### src/rtl/dsic_pkg.sv
// Shared types, character codes and status codes of the decimal string checker.
package dsic_pkg;

	// Parser phase, one-hot encoded.
	typedef enum logic [3:0] {
		PH_START  = 4'b0001,
		PH_SIGN   = 4'b0010,
		PH_DIGITS = 4'b0100,
		PH_REJECT = 4'b1000
	} phase_t;

	// Parser state carried from one character to the next.
	typedef struct packed {
		phase_t      phase;
		logic        neg;
		logic [63:0] mag;
		logic        sat;
	} parse_st_t;

	// One result beat.
	typedef struct packed {
		logic [1:0]         status;
		logic signed [31:0] value;
	} result_t;

	localparam logic [1:0] STATUS_OK       = 2'd0;
	localparam logic [1:0] STATUS_NOT_INT  = 2'd1;
	localparam logic [1:0] STATUS_OVERFLOW = 2'd2;

	localparam logic [7:0] CHAR_PLUS  = 8'h2B;
	localparam logic [7:0] CHAR_MINUS = 8'h2D;
	localparam logic [7:0] CHAR_ZERO  = 8'h30;
	localparam logic [7:0] CHAR_NINE  = 8'h39;

	// Saturation limits of the 64-bit magnitude.
	localparam logic [63:0] MAG_POS_LIMIT = 64'h7FFF_FFFF_FFFF_FFFF;
	localparam logic [63:0] MAG_NEG_LIMIT = 64'h8000_0000_0000_0000;

	// Largest magnitudes that still fit a 32-bit signed value.
	localparam logic [63:0] MAG_POS_MAX32 = 64'h0000_0000_7FFF_FFFF;
	localparam logic [63:0] MAG_NEG_MAX32 = 64'h0000_0000_8000_0000;

	localparam parse_st_t PARSE_CLEAR = '{phase: PH_START, neg: 1'b0, mag: 64'd0, sat: 1'b0};

endpackage

### src/rtl/dsic_if.sv
// Handshake channel interfaces of the decimal string checker.
interface dsic_char_if;
	logic       valid;
	logic       ready;
	logic [7:0] char_code;
	logic       last_char;

	modport source(output valid, output char_code, output last_char, input ready);
	modport sink(input valid, input char_code, input last_char, output ready);
endinterface

interface dsic_result_if;
	logic               valid;
	logic               ready;
	logic [1:0]         status;
	logic signed [31:0] value;

	modport source(output valid, output status, output value, input ready);
	modport sink(input valid, input status, input value, output ready);
endinterface

interface dsic_cfg_if;
	logic valid;
	logic ready;
	logic check_overflow;

	modport source(output valid, output check_overflow, input ready);
	modport sink(input valid, input check_overflow, output ready);
endinterface

### src/rtl/dsic_step.sv
// Per-character parser update and end-of-string result formation.
module dsic_step (
	input  dsic_pkg::parse_st_t st,
	input  logic [7:0]          char_code,
	input  logic                last_char,
	input  logic                check_overflow,
	output dsic_pkg::parse_st_t st_nxt,
	output dsic_pkg::result_t   res
);

	logic                is_digit;
	logic [3:0]          digit;
	logic [63:0]         limit;
	logic [67:0]         prod;
	logic [63:0]         acc_mag;
	logic                acc_sat;
	dsic_pkg::parse_st_t upd;
	logic                ovf;
	logic [31:0]         low32;

	// Decode the character.
	assign is_digit = (char_code >= dsic_pkg::CHAR_ZERO) && (char_code <= dsic_pkg::CHAR_NINE);
	assign digit    = char_code[3:0];

	// Times ten plus digit with saturation; the product exceeds the limit exactly
	// when the old magnitude is above (limit - digit) / 10.
	always_comb begin
		limit = st.neg ? dsic_pkg::MAG_NEG_LIMIT : dsic_pkg::MAG_POS_LIMIT;
		prod  = ({4'd0, st.mag} << 3) + ({4'd0, st.mag} << 1) + {64'd0, digit};
		if (st.sat) begin
			acc_mag = st.mag;
			acc_sat = 1'b1;
		end else if (prod > {4'd0, limit}) begin
			acc_mag = limit;
			acc_sat = 1'b1;
		end else begin
			acc_mag = prod[63:0];
			acc_sat = 1'b0;
		end
	end

	// Phase transitions.
	always_comb begin
		upd = st;
		case (st.phase)
			dsic_pkg::PH_START: begin
				if (char_code == dsic_pkg::CHAR_PLUS) begin
					upd.phase = dsic_pkg::PH_SIGN;
				end else if (char_code == dsic_pkg::CHAR_MINUS) begin
					upd.phase = dsic_pkg::PH_SIGN;
					upd.neg   = 1'b1;
				end else if (is_digit) begin
					upd.phase = dsic_pkg::PH_DIGITS;
					upd.mag   = acc_mag;
					upd.sat   = acc_sat;
				end else begin
					upd.phase = dsic_pkg::PH_REJECT;
				end
			end
			dsic_pkg::PH_SIGN, dsic_pkg::PH_DIGITS: begin
				if (is_digit) begin
					upd.phase = dsic_pkg::PH_DIGITS;
					upd.mag   = acc_mag;
					upd.sat   = acc_sat;
				end else begin
					upd.phase = dsic_pkg::PH_REJECT;
				end
			end
			default: begin
				upd.phase = dsic_pkg::PH_REJECT;
			end
		endcase
	end

	// Result from the updated state; the parser clears after the last character.
	always_comb begin
		ovf   = upd.sat || (upd.neg ? (upd.mag > dsic_pkg::MAG_NEG_MAX32)
		                            : (upd.mag > dsic_pkg::MAG_POS_MAX32));
		low32 = upd.neg ? (32'd0 - upd.mag[31:0]) : upd.mag[31:0];
		if (upd.phase != dsic_pkg::PH_DIGITS) begin
			res.status = dsic_pkg::STATUS_NOT_INT;
			res.value  = 32'sd0;
		end else if (check_overflow && ovf) begin
			res.status = dsic_pkg::STATUS_OVERFLOW;
			res.value  = 32'sd0;
		end else begin
			res.status = dsic_pkg::STATUS_OK;
			res.value  = signed'(low32);
		end
		st_nxt = last_char ? dsic_pkg::PARSE_CLEAR : upd;
	end

endmodule

### src/rtl/decimal_string_to_int_checker_unit.sv
// Top level of the decimal string to 32-bit integer checker.
// The block takes one character beat per clock cycle and returns one result beat when a
// beat marked as the last character has been parsed. A character is held in an input
// register, the parser state and the result are updated by combinational logic (one
// 68-bit times-ten-plus-digit add with a saturation compare), and the result sits in an
// output register, so a result beat is offered once its last character has passed the input register.
// The input stays open while a result waits; it stalls only when a last-character beat
// finds the output register still full. The check_overflow register resets to 1 and is
// written through the configuration channel, which is always ready.
module decimal_string_to_int_checker_unit (
	input  logic                 clk,
	input  logic                 arst_n,
	dsic_char_if.sink            chars,
	dsic_result_if.source        results,
	dsic_cfg_if.sink             cfg
);

	logic                valid_s1;
	logic [7:0]          char_s1;
	logic                last_s1;
	logic                valid_s2;
	dsic_pkg::result_t   res_s2;
	dsic_pkg::parse_st_t st_q;
	dsic_pkg::parse_st_t st_nxt;
	dsic_pkg::result_t   res_nxt;
	logic                chk_q;
	logic                adv;

	// The input register moves on unless a last character finds the result register blocked.
	assign adv         = valid_s1 && (!last_s1 || !valid_s2 || results.ready);
	assign chars.ready = !valid_s1 || adv;
	assign cfg.ready   = 1'b1;

	// Configuration register.
	always_ff @(posedge clk or negedge arst_n) begin
		if (!arst_n) begin
			chk_q <= 1'b1;
		end else if (cfg.valid) begin
			chk_q <= cfg.check_overflow;
		end
	end

	// Input register.
	always_ff @(posedge clk or negedge arst_n) begin
		if (!arst_n) begin
			valid_s1 <= 1'b0;
		end else if (chars.ready) begin
			valid_s1 <= chars.valid;
		end
	end

	always_ff @(posedge clk) begin
		if (chars.valid && chars.ready) begin
			char_s1 <= chars.char_code;
			last_s1 <= chars.last_char;
		end
	end

	// Parser update.
	dsic_step u_step (
		.st             (st_q),
		.char_code      (char_s1),
		.last_char      (last_s1),
		.check_overflow (chk_q),
		.st_nxt         (st_nxt),
		.res            (res_nxt)
	);

	always_ff @(posedge clk or negedge arst_n) begin
		if (!arst_n) begin
			st_q <= dsic_pkg::PARSE_CLEAR;
		end else if (adv) begin
			st_q <= st_nxt;
		end
	end

	// Result register.
	always_ff @(posedge clk or negedge arst_n) begin
		if (!arst_n) begin
			valid_s2 <= 1'b0;
		end else if (adv && last_s1) begin
			valid_s2 <= 1'b1;
		end else if (results.ready) begin
			valid_s2 <= 1'b0;
		end
	end

	always_ff @(posedge clk) begin
		if (adv && last_s1) begin
			res_s2 <= res_nxt;
		end
	end

	assign results.valid  = valid_s2;
	assign results.status = res_s2.status;
	assign results.value  = res_s2.value;

`ifndef SYNTHESIS
	// After a last character the parser is back at its start.
	assert property (@(posedge clk) disable iff (!arst_n)
		adv && last_s1 |=> st_q.phase == dsic_pkg::PH_START && st_q.mag == 64'd0
			&& !st_q.neg && !st_q.sat)
		else $error("parser not cleared after last character");

	// A saturated magnitude sits exactly at its limit.
	assert property (@(posedge clk) disable iff (!arst_n)
		st_q.sat |-> (st_q.neg ? st_q.mag == dsic_pkg::MAG_NEG_LIMIT
		                       : st_q.mag == dsic_pkg::MAG_POS_LIMIT))
		else $error("saturated magnitude off its limit");

	// The start phase carries no sign and no magnitude.
	assert property (@(posedge clk) disable iff (!arst_n)
		st_q.phase == dsic_pkg::PH_START |-> st_q.mag == 64'd0 && !st_q.neg && !st_q.sat)
		else $error("start phase with leftover state");

	// A result beat never carries an unused status code, and non-OK results carry zero.
	assert property (@(posedge clk) disable iff (!arst_n)
		valid_s2 |-> res_s2.status == dsic_pkg::STATUS_OK
			|| (res_s2.status == dsic_pkg::STATUS_NOT_INT && res_s2.value == 32'sd0)
			|| (res_s2.status == dsic_pkg::STATUS_OVERFLOW && res_s2.value == 32'sd0))
		else $error("malformed result beat");

	// A stalled result is not overwritten.
	assert property (@(posedge clk) disable iff (!arst_n)
		valid_s2 && !results.ready |=> valid_s2 && $stable(res_s2))
		else $error("pending result lost");
`endif

endmodule
### src/flat_wrapper.sv
// flat-port wrapper written by rule: the top's interface ports become plain ports
module decimal_string_to_int_checker_unit_flat 
  (clk, arst_n, chars_valid, chars_char_code, chars_last_char, chars_ready, results_valid, results_status, results_value, results_ready, cfg_valid, cfg_check_overflow, cfg_ready);
  dsic_char_if chars_i ();
  dsic_result_if results_i ();
  dsic_cfg_if cfg_i ();
  input  logic clk;
  input  logic arst_n;
  input wire logic [$bits(chars_i.valid)-1:0] chars_valid;
  input wire logic [$bits(chars_i.char_code)-1:0] chars_char_code;
  input wire logic [$bits(chars_i.last_char)-1:0] chars_last_char;
  output wire logic [$bits(chars_i.ready)-1:0] chars_ready;
  output wire logic [$bits(results_i.valid)-1:0] results_valid;
  output wire logic [$bits(results_i.status)-1:0] results_status;
  output wire logic [$bits(results_i.value)-1:0] results_value;
  input wire logic [$bits(results_i.ready)-1:0] results_ready;
  input wire logic [$bits(cfg_i.valid)-1:0] cfg_valid;
  input wire logic [$bits(cfg_i.check_overflow)-1:0] cfg_check_overflow;
  output wire logic [$bits(cfg_i.ready)-1:0] cfg_ready;
  assign chars_i.valid = chars_valid;
  assign chars_i.char_code = chars_char_code;
  assign chars_i.last_char = chars_last_char;
  assign chars_ready = chars_i.ready;
  assign results_valid = results_i.valid;
  assign results_status = results_i.status;
  assign results_value = results_i.value;
  assign results_i.ready = results_ready;
  assign cfg_i.valid = cfg_valid;
  assign cfg_i.check_overflow = cfg_check_overflow;
  assign cfg_ready = cfg_i.ready;
  decimal_string_to_int_checker_unit u_core (.clk(clk), .arst_n(arst_n), .chars(chars_i), .results(results_i), .cfg(cfg_i));
endmodule
### config.mk
export PLATFORM = sky130hd
export DESIGN_NAME = decimal_string_to_int_checker_unit_flat
export DESIGN_NICKNAME = d
export VERILOG_FILES = /design/src/rtl/dsic_pkg.sv /design/src/rtl/dsic_if.sv /design/src/rtl/dsic_step.sv /design/src/rtl/decimal_string_to_int_checker_unit.sv /design/src/flat_wrapper.sv
export SDC_FILE = /design/constraint.sdc
export NUM_CORES = 1
export LEC_CHECK = 0
export ABC_CLOCK_PERIOD_IN_PS = 11800
export BUFFER_PORTS_ARGS = -buffer_cell sky130_fd_sc_hd__buf_2
export CAP_MARGIN = 15
export CORE_UTILIZATION = 35
export DETAILED_ROUTE_END_ITERATION = 7
export GPL_ROUTABILITY_DRIVEN = 0
export SLEW_MARGIN = 20
export SYNTH_ARGS = -nofsm -noshare
export SYNTH_HDL_FRONTEND = slang
export SYNTH_SLANG_ARGS = --single-unit
### constraint.sdc
create_clock -name clk -period 11.8 [get_ports clk]
set_input_delay 1.77 -clock clk [delete_from_list [all_inputs] [get_ports clk]]
set_output_delay 1.77 -clock clk [all_outputs]
set_load 0.03 [all_outputs]
==> Word-level counts from Yosys, hierarchy flattened <==
Index checks and enable logic that the tools add are counted.
{ "classes": {"n_eq_ne": 6, "n_mux": 21, "magnitude_cmp": 5, "addsub": 3, "reduce_logical": 15} }
{ "op_table": {"columns": ["cell", "n"], "rows": [
  ["64-bit two-way mux", 3],
  ["65-bit two-way mux", 2],
  ["65-bit case mux with 2 select lines", 1],
  ["70-bit two-way mux", 1],
  ["67-bit by 65-bit adder with 68-bit output", 1],
  ["68-bit by 4-bit adder with 68-bit output", 1],
  ["68-bit by 64-bit > comparator with 1-bit output", 1],
  ["66-bit two-way mux", 1],
  ["64-bit by 31-bit > comparator with 1-bit output (second input constant)", 1],
  ["64-bit by 32-bit > comparator with 1-bit output (second input constant)", 1],
  ["34-bit two-way mux", 1],
  ["32-bit two-way mux", 1],
  ["1-bit by 32-bit subtractor with 32-bit output (first input constant)", 1],
  ["8-bit by 6-bit equality test with 1-bit output (second input constant)", 2],
  ["4-bit two-way mux", 3],
  ["8-bit by 6-bit greater-or-equal comparator with 1-bit output (second input constant)", 1],
  ["8-bit by 6-bit <= comparator with 1-bit output (second input constant)", 1],
  ["4-bit case mux with 2 select lines", 1],
  ["1-bit two-way mux", 7],
  ["1-bit logical AND", 5],
  ["4-bit by 1-bit equality test with 1-bit output (second input constant)", 1],
  ["4-bit by 2-bit equality test with 1-bit output (second input constant)", 1],
  ["4-bit by 3-bit equality test with 1-bit output (second input constant)", 1],
  ["1-bit logical OR", 4],
  ["4 further kinds", 7]
]} }
{ "word_totals": {"elab_cells": 61, "output_inout_bits": 37, "ff_bits": 116} }

==> Depth between registers and ports, before layout <==
Gate-level depths: netlist (run 1).
{ "logic_depth": {"ltp_word": 14, "depth_mapped": 38} }

==> Modules after synthesis <==
Synthesis (run 1) repeated with hierarchy kept, for this count alone.
{ "unflattened": {"cells_unflattened": 1862, "hier_area_um2": 15147.0} }
{ "by_module_without_submodules": {"columns": ["module", "cells_per_inst", "seq_area_each_um2", "area_per_inst_um2", "n_inst"], "rows": [
  ["dsic_step", 1408, 0.0, 9480.3, 1],
  ["decimal_string_to_int_checker_unit", 454, 3120.5, 5666.7, 1]
]} }

==> Worst setup path before layout (run 1) <==
No wires, ideal clock.
{ "synth_path": {"path_kind": "reg-to-reg", "startpoint": "reg u_core.st_q[1] (netlist name)", "endpoint": "reg u_core.res_s2 (netlist bit u_core.results.value[1]), data pin", "n_path_buf": 4, "path_stages_with_launch": 35, "arrival_time_ps": 8404, "required_time_ps": 11616, "slack_ps": 3212, "path_cell_list": "dfrtp_1 > fa_1 > inv_1 > fa_1 > nand2b_1 > a21oi_2 > o21ai_1 > o41ai_2 > a21boi_0 > o31ai_1 > a31oi_1 > xnor2_1 > ha_1 > a41o_1 > a21o_1 > a2111oi_0 > o211ai_1 > a31o_2 > o211ai_1 > and3_1 > buf_2 > nand3_4 > clkbuf_1 > clkbuf_1 > o211ai_1 > nand2_1 > inv_1 > ha_1 > o2111ai_1 > or4b_2 > clkbuf_1 > nor4_4 > a41oi_1 > o41a_4 > a2111oi_4"} }
{ "synth_via": {"elab_chain_cells": 14, "word_cells_on_any_way": 19, "classes_between": "add/sub (3); order compare (3); mux (10); reduce/logical (3)"} }
{ "synth_rtl": {"columns": ["item", "line_no", "rtl"], "rows": [
  ["start: declaration", "decimal_string_to_int_checker_unit.sv:23", "dsic_pkg::parse_st_t st_q;"],
  ["start signal: assignment", "decimal_string_to_int_checker_unit.sv:71", "st_q <= dsic_pkg::PARSE_CLEAR;"],
  ["start signal: assignment", "decimal_string_to_int_checker_unit.sv:73", "st_q <= st_nxt;"],
  ["67-bit by 65-bit adder with 68-bit output", "dsic_step.sv:29", "prod = ({4'd0, st.mag} << 3) + ({4'd0, st.mag} << 1) + {64'd0, digit};"],
  ["68-bit by 4-bit adder with 68-bit output", "dsic_step.sv:29", null],
  ["68-bit by 64-bit > comparator with 1-bit output", "dsic_step.sv:33", "end else if (prod > {4'd0, limit}) begin"],
  ["64-bit two-way mux", "dsic_step.sv:33", null],
  ["64-bit two-way mux", "dsic_step.sv:30", "if (st.sat) begin"],
  ["65-bit two-way mux", "dsic_step.sv:52, dsic_step.sv:61", null],
  ["65-bit two-way mux", "dsic_step.sv:49", "end else if (char_code == dsic_pkg::CHAR_MINUS) begin"],
  ["66-bit two-way mux", "dsic_step.sv:47", "if (char_code == dsic_pkg::CHAR_PLUS) begin"],
  ["65-bit case mux with 2 select lines (*)", "dsic_step.sv:45", "case (st.phase)"],
  ["64-bit by 31-bit > comparator with 1-bit output or 64-bit by 32-bit > comparator with 1-bit output (tied branches)", "dsic_step.sv:78, dsic_step.sv:77", null],
  ["1-bit two-way mux", "dsic_step.sv:77", "ovf = upd.sat || (upd.neg ? (upd.mag > dsic_pkg::MAG_NEG_MAX32)"],
  ["1-bit logical OR", "dsic_step.sv:77", null],
  ["1-bit logical AND", "dsic_step.sv:83", "end else if (check_overflow && ovf) begin"],
  ["2-bit OR reduction (no line)", null, null],
  ["end signal: assignment", "decimal_string_to_int_checker_unit.sv:90", "res_s2 <= res_nxt;"],
  ["end: declaration", "decimal_string_to_int_checker_unit.sv:22", "dsic_pkg::result_t res_s2;"]
]} }
Mark *: on every way between the ends. The rest lies on a longest branch, timed or not.
A chain may end at the register's enable or synchronous reset.

==> Worst setup path after layout (run 1) <==
{ "layout_path": {"startpoint": "reg u_core.char_s1[3]", "endpoint": "reg u_core.res_s2 (netlist bit u_core.results.value[1]), data pin"} }
{ "layout_via": {"elab_chain_cells": 13, "word_cells_on_any_way": 30, "classes_between": "add/sub (2); order compare (5); eq/ne (3); mux (16); reduce/logical (4)"} }
{ "layout_rtl": {"columns": ["item", "line_no", "rtl"], "rows": [
  ["start: declaration", "decimal_string_to_int_checker_unit.sv:19", "logic [7:0] char_s1;"],
  ["start signal: assignment", "decimal_string_to_int_checker_unit.sv:54", "char_s1 <= chars.char_code;"],
  ["68-bit by 4-bit adder with 68-bit output", "dsic_step.sv:29", null],
  ["68-bit by 64-bit > comparator with 1-bit output", "dsic_step.sv:33", null],
  ["64-bit two-way mux", "dsic_step.sv:33", null],
  ["64-bit two-way mux", "dsic_step.sv:30", null],
  ["65-bit two-way mux", "dsic_step.sv:52, dsic_step.sv:61", null],
  ["65-bit two-way mux", "dsic_step.sv:49", null],
  ["66-bit two-way mux", "dsic_step.sv:47", null],
  ["65-bit case mux with 2 select lines", "dsic_step.sv:45", null],
  ["64-bit by 31-bit > comparator with 1-bit output or 64-bit by 32-bit > comparator with 1-bit output (tied branches)", "dsic_step.sv:78, dsic_step.sv:77", null],
  ["1-bit two-way mux", "dsic_step.sv:77", null],
  ["1-bit logical OR", "dsic_step.sv:77", null],
  ["1-bit logical AND", "dsic_step.sv:83", null],
  ["2-bit OR reduction (no line)", null, null]
]} }
Parallel ways exist; a longest one is shown, timed or not.

==> results of run 1 <==
==> flip-flops by register name (all words and copies together) (netlist names) <==
signal / count
u_core.st_q: 70
u_core.results.value: 32
u_core.char_s1: 8
u_core.results.status: 2
u_core.chk_q: 1
u_core.last_s1: 1
u_core.results.valid: 1
u_core.valid_s1: 1
==> path summary, 6_finish.rpt <==
| path | start | end | slack (ps) | cells after the start |
|---|---|---|---|---|
| setup / recovery | u_core.char_s1[3] | u_core.results.value[1] | 1160 | 31 |
| hold / removal | u_core.st_q[66] | u_core.st_q[66] | 480 | 2 |
| setup reg to reg | u_core.char_s1[3] | u_core.results.value[1] | 1160 | 31 |
| hold reg to reg | u_core.st_q[66] | u_core.st_q[66] | 480 | 2 |
| max in group asynchronous | arst_n | u_core.st_q[65] | 9460 | 2 |
| min in group asynchronous | arst_n | u_core.st_q[57] | 1200 | 1 |
==> cell families (layout without fill, tap and decap cells) <==
family / count (synthesis) / count (layout) / share of synthesized area, %
and+or+nand+nor: 528 / 528 / 20.9
buffers and inverters: 118 / 141 / 3.68
AOI/OAI and AO/OA: 525 / 525 / 26.1
DFF: 116 / 116 / 24.0
xor gates and xnor gates: 91 / 91 / 6.19
muxes: 2 / 2 / 0.164
other: 1 / 1 / 0.0289
adders and majority gates: 195 / 195 / 18.9
==> critical path: cells and delay by family (launching register included) <==
kind	cells	cell delay (ps)
buffers and inverters	3	480
xor gates and xnor gates	1	310
adders and majority gates	4	1540
and+or+nand+nor	6	2220
DFF	1	480
AOI/OAI and AO/OA	17	5400
==> cell type report <==
type	instances	area (µm²)	share of cell area (%)
repair buffers	69	395	2.76
multi-input cells	1342	9440	65.9
clock buffers	17	425	2.97
flip-flops and latches	116	3120	21.8
clock inverters	15	194	1.36
inverters	40	150	1.05
well taps	468	586	4.09
==> power by group <==
part           total, mW  switching (mW)  internal, mW
Combinational      0.290           0.202        0.0886
Sequential         0.453          0.0174         0.435
Clock              0.574           0.236         0.338
Total               1.32           0.456         0.862
==> per-layer routing <==
| metal | wire length [µm] | vias to the layer above | part of all wire, % | track usage, % |
|---|---|---|---|---|
| met5 | 0 | - | 0 | 0 |
| met4 | 1680 | 0 | 3.8 | 9.96 |
| met3 | 2950 | 105 | 6.7 | 3.33 |
| met2 | 20000 | 507 | 46 | 37.6 |
| met1 | 19100 | 6108 | 44 | 30.3 |
| li1 | - | 5986 | - | - |
==> synth_stat cells (30+ instances only) <==
library cell / instances / area share, %
dfrtp_1: 71 / 14
inv_1: 40 / 1.2
nand4_1: 37 / 1.8
nor3_1: 31 / 1.2
nand2_1: 186 / 5.4
ha_1: 193 / 19
nand3_1: 35 / 1.3
xor2_1: 36 / 2.4
o21ai_0: 128 / 4.9
xnor2_1: 54 / 3.6
nor3_2: 30 / 2.3
a31oi_1: 33 / 1.6
nor2_1: 97 / 2.8
edfxtp_1: 43 / 9.9
a21oi_1: 157 / 6.0
clkbuf_1: 61 / 1.8
==> summary.md, run 1 <==
| Metric | Value |
|---|---|
| Result of the run | `finished, final reports clean` |
| CTS tree | `built` |
| Cell Area, Synth | `13000 µm²` |
| Worst Setup End Kind | `register` |
| Die Y | `195 µm` |
| Max Buffers Root-to-Sink | `2` |
| Core area | `36600 µm²` |
| Cell row count | `70` |
| Via density | `6.15` |
| Post-Route Setup TNS | `0 ps` |
| Worst hold path type | `register to register` |
| Cts bufs inserted | `17` |
| First-pass GRT wire length | `68.9 mm` |
| Synth warnings | `0` |
| Syn Inst Count | `1576` |
| Antenna violations before repair | `0` |
| Leakage power | `6.67 nW` |
| Most common cell after layout, fill and taps aside | `ha_1` |
| Power Density | `92.1 nW/µm²` |
| Max Transition Viols Final | `0` |
| Tot GR Track Use | `23.1%` |
| Critical path arrival | `10900 ps` |
| Net count reported at finish | `1796` |
| Required @ worst endpoint | `12060 ps` |
| Antenna Cells | `0` |
| 1st-pass router iterations | `6` |
| Share of layout cells above drive strength 1 | `10.7%` |
| Final Skew | `14.2 ps` |
| Final wirelength | `43.7 mm` |
| Detailed Place HPWL | `32.8 mm` |
| Tmin final | `10640 ps` |
| Synth Area per Inst | `8.24 µm²` |
| Clock Latency Late Sink | `450 ps` |
| Initial Utilization | `35.5%` |
| Number of fill cells | `3741` |
| Die footprint | `37900 µm²` |
| EDFF count, synth | `43` |
| WHS | `481 ps` |
| Yosys reg bits | `116` |
| Fin area | `14300 µm²` |
| CTS H-Tree Depth | `4` |
| Worst slew pin tran | `1130 ps` |
| Startpoint types | `register` |
| Top_reg_cell synth | `dfrtp_1` |
| CP max stage delay | `770 ps` |
| # IOs | `52` |
| Place WS | `1520 ps` |
| Yosys cell types | `84` |
| Setup ws final | `1160 ps` |
| Final setup vio count | `0` |
| Vias | `12700` |
| Largest net degree at the start of global routing | `70` |
| RSZ-0062 raised after global routing | `false` |
| Max VDD drop | `0.103 mV` |
| Number of DRC markers in iteration 0 | `1280` |
| Max-cap violations | `0` |
| Area Overhead vs Synth | `10.1%` |
| Critical Path Most Common Cell | `o211ai_1` |
| Post-synth ARST share | `62.9%` |
| Placed cell count | `2035` |
| Final Total Pwr | `1.32 mW` |
| CTS root buffer | `clkbuf_16` |
| Cts repair resizes | `0` |
| Final Hold Vio Count | `0` |
| Largest fanout on the critical path | `33` |
| Sequential area share after synthesis | `24.0%` |
| Port bufs | `50` |
| DRC viols | `0` |
| Commonest cells after routing, fill and taps aside | `ha_1 (193), nand2_1 (185), a21oi_1 (157)` |
| Slew margin rel. | `24.8%` |
| Fmax | `94.0 MHz` |
| Grt total ovfl | `0` |
| Fin cells | `2067` |
| Die W | `195 µm` |
| Post-synth net total | `1786` |
| Routed wire per std cell | `21.2 µm` |
| Sink Count | `116` |
| Reg clk slew, reported paths | `60 ps` |
| Post-CTS Setup Bufs | `0` |
| Post-placement cell area | `13700 µm²` |
| Period utilization | `90.2%` |
| Final ANT Viol Nets | `0` |
| Critical path type | `register to register` |
| Vias in the first global route | `12100` |
| CP max stage cell | `or4b_2` |
| Final core area utilization | `39.1%` |
| Post-CTS Hold Fix Bufs | `0` |
No activity file was read; power rests on OpenSTA's default activity.
==> run 2, diff against run 1 <==
--- a/config.mk
+++ b/config.mk
@@ -12,4 +12,5 @@
 export DETAILED_ROUTE_END_ITERATION = 7
 export GPL_ROUTABILITY_DRIVEN = 0
+export PLACE_DENSITY = 0.48
 export SLEW_MARGIN = 20
 export SYNTH_ARGS = -nofsm -noshare
==> constraint.sdc (replaced) <==
create_clock -name clk -period 11.8 [get_ports clk]
set_input_delay 3.54 -clock clk [delete_from_list [all_inputs] [get_ports clk]]
set_output_delay 3.54 -clock clk [all_outputs]
set_load 0.03 [all_outputs]
==> run 2 against run 1 <==
Sequential power about the same. Largest cell class unchanged. Hold slack about the same. First-iteration DRC count decreased by 0.39%. Routed wire length increased by 12%. Maximum frequency increased by 1.7%. Global-route usage increased by 3.1 points. Utilization increased by 0.16 points. Final area increased by 0.40%. Sequential share of layout area decreased by 0.087 points. Non-clock buffer count increased by 7.
==> summary.md, run 2 (synthesis results as in run 1) <==
| Metric | Value |
|---|---|
| Sink Count | `116` |
| Final Hold Vio Count | `0` |
| RSZ-0062 raised after global routing | `false` |
| # IOs | `52` |
| Period utilization | `88.7%` |
| Worst slew pin tran | `1120 ps` |
| Post-CTS Setup Bufs | `0` |
| Max-cap violations | `0` |
| Met2 WL | `21.7 mm` |
| Commonest cells after routing, fill and taps aside | `ha_1 (193), nand2_1 (185), a21oi_1 (157)` |
| Slew margin rel. | `24.9%` |
| Max Transition Viols Final | `0` |
| Power Density | `91.3 nW/µm²` |
| Vias in the first global route | `12300` |
| Tmin final | `10470 ps` |
| Area Overhead vs Synth | `10.6%` |
| Cts repair resizes | `0` |
| Cts bufs inserted | `17` |
| Die W | `195 µm` |
| Port bufs | `50` |
| Final core area utilization | `39.2%` |
| 1st-pass router iterations | `5` |
| Detailed Place HPWL | `37.4 mm` |
| Final Skew | `13.4 ps` |
| CTS tree | `built` |
| M1 wire length | `23.4 mm` |
| Final ANT Viol Nets | `0` |
| Leakage power | `6.69 nW` |
| Die footprint | `37900 µm²` |
| Final Total Pwr | `1.31 mW` |
| CP max stage delay | `770 ps` |
| Critical path arrival | `10740 ps` |
| Most common cell after layout, fill and taps aside | `ha_1` |
| DRC viols | `0` |
| Fmax | `95.6 MHz` |
| Metal3 WL | `3.02 mm` |
| CTS H-Tree Depth | `4` |
| Die Y | `195 µm` |
| Required @ worst endpoint | `12070 ps` |
| Tot GR Track Use | `26.1%` |
| Post-CTS Hold Fix Bufs | `0` |
| Routed wire per std cell | `23.6 µm` |
| Initial Utilization | `35.5%` |
| Largest net degree at the start of global routing | `69` |
| Via density | `6.14` |
| Share of layout cells above drive strength 1 | `11.2%` |
| Largest fanout on the critical path | `33` |
| Final setup vio count | `0` |
| Post-placement cell area | `13800 µm²` |
| Critical Path Most Common Cell | `o211ai_1` |
| Result of the run | `finished, final reports clean` |
| Max Buffers Root-to-Sink | `2` |
| First-pass GRT wire length | `75.6 mm` |
| Antenna Cells | `0` |
| Reg clk slew, reported paths | `60 ps` |
| Top layer in use | `met4` |
| Clock Latency Late Sink | `460 ps` |
| Max VDD drop | `0.108 mV` |
| Vias | `12700` |
| Net count reported at finish | `1803` |
| Cell row count | `70` |
| Startpoint types | `register` |
| Number of DRC markers in iteration 0 | `1275` |
| Critical path type | `register to register` |
| CP max stage cell | `or4b_2` |
| Biggest register | `u_core.st_q` |
| Fin area | `14400 µm²` |
| Post-Route Setup TNS | `0 ps` |
| Grt total ovfl | `0` |
| Core area | `36600 µm²` |
| Worst Setup End Kind | `register` |
| Worst hold path type | `register to register` |
| Max FFs per register | `70` |
| Antenna violations before repair | `0` |
| Final wirelength | `49.0 mm` |
| CTS root buffer | `clkbuf_16` |
[run 2: changes by cell type in the layout (fill, tap and decap cells not counted)]
| cell | before | now |
|---|---|---|
| buf_4 | 20 | 27 |
| nand2b_1 | 13 | 12 |
| inv_8 | 2 | 0 |
| nor2_4 | 0 | 3 |
| nor2_1 | 95 | 94 |
| clkinv_4 | 4 | 3 |
| nor2_2 | 2 | 0 |
| clkinvlp_4 | 1 | 3 |
| clkinv_2 | 0 | 2 |
| inv_6 | 4 | 3 |
| nand2b_2 | 0 | 1 |
[run 2: final timing paths]
kind                                    from                       to  slack (ps)  cells after the start
setup / recovery           u_core.char_s1[3]  u_core.results.value[1]        1330                     32
hold / removal               u_core.st_q[66]          u_core.st_q[66]         480                      2
setup reg to reg           u_core.char_s1[3]  u_core.results.value[1]        1330                     32
hold reg to reg              u_core.st_q[66]          u_core.st_q[66]         480                      2
max in group asynchronous             arst_n          u_core.st_q[66]        7710                      2
min in group asynchronous             arst_n          u_core.st_q[11]        3120                      1
[run 2: routing by layer]
layer | vias up | global-route usage, %
li1 | 5999 | -
met1 | 6239 | 37.1
met2 | 429 | 40.6
met3 | 59 | 4.60
met4 | 0 | 6.55
met5 | - | 0
[run 2: report_power, final]
| group | leakage [nW] | internal (mW) | switching, mW |
|---|---|---|---|
| Clock | 0.288 | 0.333 | 0.227 |
| Combinational | 4.99 | 0.0888 | 0.209 |
| Sequential | 1.42 | 0.435 | 0.0184 |
| Total | 6.69 | 0.857 | 0.454 |
[run 2: cell type report]
cell class                 instances  area [µm²]
clock buffer                      17         425
clock inverter                    15         179
fill                            3820       22200
inverter                          40         150
multi-input combinational       1342        9460
sequential                       116        3120
tap                              468         586
timing repair buffer              76         448
[run 2: critical path, delay by kind of cell (launching register included)]
kind / cells / cell delay [ps]
fa+ha+maj: 4 / 1580
xor+xnor: 1 / 330
compound gates: 17 / 5430
flops: 1 / 490
simple gates: 6 / 1690
buf+inv: 4 / 710
[run 2: metrics by stage]
stage,hold slack (ps),instances,setup WS (ps)
floorplan,451,1576,3210
global placement,473,2042,1930
detailed placement,477,2042,1630
CTS,485,2074,1580
global route,523,2074,861
finish,481,2074,1330
